===== src/hw/rtl/bcg_pkg.sv =====
`timescale 1ns / 1ps
// ----------------------------------------------------------------------------
// bcg_pkg
// Shared types and constants for the buffer capacity growth pipeline.
// ----------------------------------------------------------------------------
package bcg_pkg;

  localparam int unsigned CapW    = 64;
  localparam int unsigned StrideW = 32;
  localparam int unsigned NumCells = CapW;

  localparam logic [CapW-1:0] MibOne     = 64'd1048576;
  localparam logic [CapW-1:0] MibSixteen = 64'd16777216;
  localparam logic [CapW-1:0] AllOnes    = '1;

  typedef enum logic [1:0] {
    KIND_KEEP,
    KIND_PLAIN,
    KIND_HEAD,
    KIND_GROW
  } bcg_kind_t;

  typedef struct packed {
    bcg_kind_t           kind;
    logic [CapW-1:0]     current;
    logic [CapW-1:0]     minimum;
    logic [CapW-1:0]     base;
    logic [CapW-1:0]     cap;
    logic [StrideW-1:0]  stride;
    logic [StrideW-1:0]  rem;
  } bcg_cell_t;

endpackage


===== src/hw/rtl/bcg_cell.sv =====
`timescale 1ns / 1ps
// ----------------------------------------------------------------------------
// bcg_cell
// One link of the chain: one remainder bit of base mod stride and one
// saturating doubling step of the growing capacity.
// ----------------------------------------------------------------------------
module bcg_cell
  import bcg_pkg::*;
#(
  parameter int unsigned BIT = 63
) (
  input  logic      clk,
  input  logic      rst,
  input  logic      en,
  input  logic      in_valid,
  input  bcg_cell_t in_data,
  output logic      out_valid,
  output bcg_cell_t out_data
);

  logic [StrideW:0]   shifted;
  logic [StrideW-1:0] rem_next;
  logic [CapW-1:0]    cap_next;
  bcg_cell_t          data_next;

  always_comb begin
    shifted = {in_data.rem, in_data.base[BIT]};
    if (shifted >= {1'b0, in_data.stride}) begin
      rem_next = StrideW'(shifted - {1'b0, in_data.stride});
    end else begin
      rem_next = shifted[StrideW-1:0];
    end
    if (in_data.cap < in_data.minimum) begin
      cap_next = in_data.cap[CapW-1] ? AllOnes : {in_data.cap[CapW-2:0], 1'b0};
    end else begin
      cap_next = in_data.cap;
    end
    data_next     = in_data;
    data_next.rem = rem_next;
    data_next.cap = cap_next;
  end

  always_ff @(posedge clk) begin
    if (rst) begin
      out_valid <= 1'b0;
    end else if (en) begin
      out_valid <= in_valid;
    end
  end

  always_ff @(posedge clk) begin
    if (en) begin
      out_data <= data_next;
    end
  end

endmodule


===== config.mk =====
export PLATFORM = sky130hd
export DESIGN_NAME = bcg_cell
export DESIGN_NICKNAME = d
export VERILOG_FILES = /design/src/hw/rtl/bcg_pkg.sv /design/src/hw/rtl/bcg_cell.sv
export SDC_FILE = /design/constraint.sdc
export NUM_CORES = 1
export LEC_CHECK = 0
export BUFFER_PORTS_ARGS = -buffer_cell sky130_fd_sc_hd__buf_2
export CORE_AREA = 2 2 254 256
export CTS_CLUSTER_DIAMETER = 200
export DETAILED_ROUTE_END_ITERATION = 8
export DIE_AREA = 0 0 256 258
export PLACE_DENSITY = 0.45
export SYNTH_ARGS = -nofsm -noshare
export SYNTH_HDL_FRONTEND = slang
export SYNTH_SLANG_ARGS = --single-unit

===== constraint.sdc =====
create_clock -name clk -period 2.1 [get_ports clk]
set_input_delay 0 -clock clk [delete_from_list [all_inputs] [get_ports clk]]
set_output_delay 0 -clock clk [all_outputs]
set_load 0.01 [all_outputs]

==> impl_metrics.env <==
export IMPL_antenna_found_initial=20
export IMPL_synth_cell_area_mm2=0.01493
export IMPL_synth_cell_types=58
export IMPL_final_cells=3184
export IMPL_placed_cells=2777
export IMPL_synth_fa_ha_area_share_pct=8.097
export IMPL_postLayoutCellArea_mm2=0.02584
export IMPL_nets=2713
export IMPL_combPwrFrac_pct=22.1
export IMPL_fin_worst_skew_ns=0
export IMPL_p_leak_nw=12.20
export IMPL_synth_common_cells="edfxtp_1, inv_1, ha_1"
export IMPL_hp_start="in_data[191]"
export IMPL_r2r_end="out_valid$_SDFFE_PP0P_"
export IMPL_worst_path_max_delay_cell="dlygate4sd3_1"
export IMPL_final_util_pct=40.59
export IMPL_synth_ff_type="edfxtp_1"
export IMPL_gp_congestion=0.8553
export IMPL_cts_root_buf="clkbuf_16"
export IMPL_synth_area_leaders="edfxtp_1, ha_1, mux2i_1"
export IMPL_dr_pass1_iters=5
export IMPL_status="finished with violations"
export IMPL_syn_avg_cell_area_um2=13.80
export IMPL_ir_drop_mv=0.5688
export IMPL_crit_fanout=5
export IMPL_synth_top_family_by_area="adder cells"
export IMPL_hold_class="input pin to flop"
export IMPL_crit_family="buffers and inverters"
export IMPL_tritoncts="built"
export IMPL_setup_violations=0
export IMPL_track_usage_pct=17.60
export IMPL_synthCells=1082
export IMPL_cp_end_kind="flop"
export IMPL_arrival_ns=2.32
export IMPL_dr_first_iter_drc_count=619
export IMPL_setup_tns_final_ns=0
export IMPL_drv_cap=0
export IMPL_hold_slack_ns=-0.3298
export IMPL_row_count=93
export IMPL_cts_sinks=323
export IMPL_internal_power_mw=14.39
export IMPL_rsz0062_at_grt="yes"
export IMPL_grt_pass1_vias=14060
export IMPL_wire_per_inst_um=18.92
export IMPL_grt_max_degree=65
export IMPL_vias=13300
export IMPL_yosys_warnings=0
export IMPL_dp_final_hpwl_um=46220
export IMPL_r2r_slack_ns=0.95
export IMPL_slowest_delay_ns=0.58
export IMPL_p_switching_mw=5.107
export IMPL_synth_top_area_cell="edfxtp_1"
export IMPL_rr_worst_depth=3
export IMPL_htreeDepth=2
export IMPL_path_cells="dlygate4sd3_1 > inv_2 > ha_4 > and4_4 > nand2_1 > o22ai_2 > o221ai_4 > o211ai_1 > buf_4 > nand2_8 > clkbuf_16 > mux2i_1"
export IMPL_fin_crit_sh_pct=96.88
export IMPL_clock_fmax_mhz=491.5
export IMPL_ant_nets=0
export IMPL_clk_pin_slew_ns=0.06
export IMPL_start_kind="input pin"
export IMPL_die_area_mm2=0.06605
export IMPL_finalPower_mw=19.50
export IMPL_critPathBufInv=4
export IMPL_die_h_um=258
export IMPL_setup_ws_ns=0.06552
export IMPL_clockBufferDepth=3
export IMPL_die_w_um=256
export IMPL_grt_pass1_wl_um=87270
export IMPL_final_layout_size_suffix_gt1_share_pct=43.52
export IMPL_portBuffers=648
export IMPL_yosysMostFrequentCell="edfxtp_1"
export IMPL_clockPowerShare_pct=36.7
export IMPL_slew_violations=0
export IMPL_sw_frac_of_total_pct=26.19
export IMPL_ctsHoldBuffers=320
export IMPL_start_util_pct=23.45
export IMPL_cp_required_ns=2.39
export IMPL_hold_viol_final=3
export IMPL_synth_top_area_share_pct=64.78
export IMPL_hold_end="out_data[191]$_DFFE_PP_"
export IMPL_pin_count=649
export IMPL_slew_headroom_pct=48.83
export IMPL_core_area_mm2=0.06365
export IMPL_p_per_area_mw_per_mm2=754.7
export IMPL_p_seq_share_pct=41.1
export IMPL_worst_slew_pin_slew_ns=0.7676
export IMPL_hold_path_depth=1
export IMPL_drt_wl_total_um=60240
export IMPL_synth_seq_area_share_pct=64.91
export IMPL_synth_nets=1504
export IMPL_ys_async_sr_fraction_pct=0
export IMPL_yosys_area_share_simple_pct=5.742
export IMPL_cts_buffers=41
export IMPL_drc=0
export IMPL_synth_compound_area_share_pct=6.957
export IMPL_synth_seq_cells=323
export IMPL_fillCellCount=6137
export IMPL_criticalPathCategory="input pin to flop"
export IMPL_synth_xor_area_share_pct=1.643
export IMPL_pre_cts_ws_ns=-0.8292
export IMPL_r2r_start="out_valid$_SDFFE_PP0P_"
export IMPL_area_growth_syn_to_layout_pct=73.09
export IMPL_clkLatencyLatePin_ns=0.54
export IMPL_grt_overflow=0
export IMPL_dpl_cell_area_mm2=0.02106
export IMPL_synth_edf_count=322
export IMPL_synth_mux_area_share_pct=7.435
export IMPL_violations="hold timing"
export IMPL_fin_crit_ns=2.034
export IMPL_via_per_inst=4.176
cell type report:
type	instances	area (µm²)	area share (%)
inverters	171	661.9	2.562
clock buffers	52	1077	4.169
flip-flops and latches	323	9689	37.50
repair buffers	1189	8280	32.05
clock inverters	21	275.3	1.065
multi-input cells	565	4763	18.44
well taps	855	1070	4.140
diodes	8	20.02	0.07748
worst max path at each step:
stage                 startpoint                     end  cells after the start
floorplan            in_data[35]  out_data[11]$_DFFE_PP_                     11
global placement     in_data[81]  out_data[79]$_DFFE_PP_                     12
detailed placement  in_data[209]  out_data[66]$_DFFE_PP_                     13
CTS                 in_data[201]  out_data[66]$_DFFE_PP_                     13
global route        in_data[249]  out_data[64]$_DFFE_PP_                     12
finish              in_data[247]  out_data[76]$_DFFE_PP_                     12
cell families after synthesis:
| family | count (synthesis) |
|---|---|
| muxes | 97 |
| buffers and inverters | 195 |
| AOI/OAI and AO/OA | 157 |
| xor gates and xnor gates | 28 |
| and+or+nand+nor | 186 |
| DFF | 323 |
| adders and majority gates | 96 |
layer usage:
| metal | GRT usage [%] | vias to the layer above | wire [µm] |
|---|---|---|---|
| met1 | 18.89 | 6320 | 22460 |
| met4 | 7.602 | 14 | 2638 |
| li1 | - | 6350 | - |
| met2 | 31.70 | 495 | 30490 |
| met5 | 0 | - | 99 |
| met3 | 5.683 | 118 | 4551 |
repair_timing:
action	4_1_cts	5_1_grt
pin swaps	2	5
resized for setup	5	21
hold endpoints to repair	352	3
setup buffers	1	5
endpoints found under the setup margin	62	81
gates cloned	0	3
layout by cell type, fill, tap and decap left out, types with 38 or more instances in the layout:
cell,instances
dlygate4sd3_1,320
edfxtp_1,322
buf_4,211
nor2_1,92
buf_2,645
a21oi_1,39
ha_1,85
inv_1,164
mux2i_1,67
a21o_1,38
clkbuf_16,43
power groups by stage:
| stage | Combinational (mW) | Sequential [mW] | Clock, mW |
|---|---|---|---|
| after floorplan | 1.32 | 8.45 | 0 |
| after global placement | 3.74 | 8.15 | 0 |
| after detailed placement | 3.76 | 8.14 | 0 |
| after CTS | 4.26 | 8.02 | 7.43 |
| after global routing | 4.66 | 8.07 | 7.60 |
| final | 4.32 | 8.02 | 7.17 |
state kept, by name, summed over array words and instances, names as in the netlist:
register   cells
out_data     322
out_valid      1
Power figures use the tool's default switching activity.
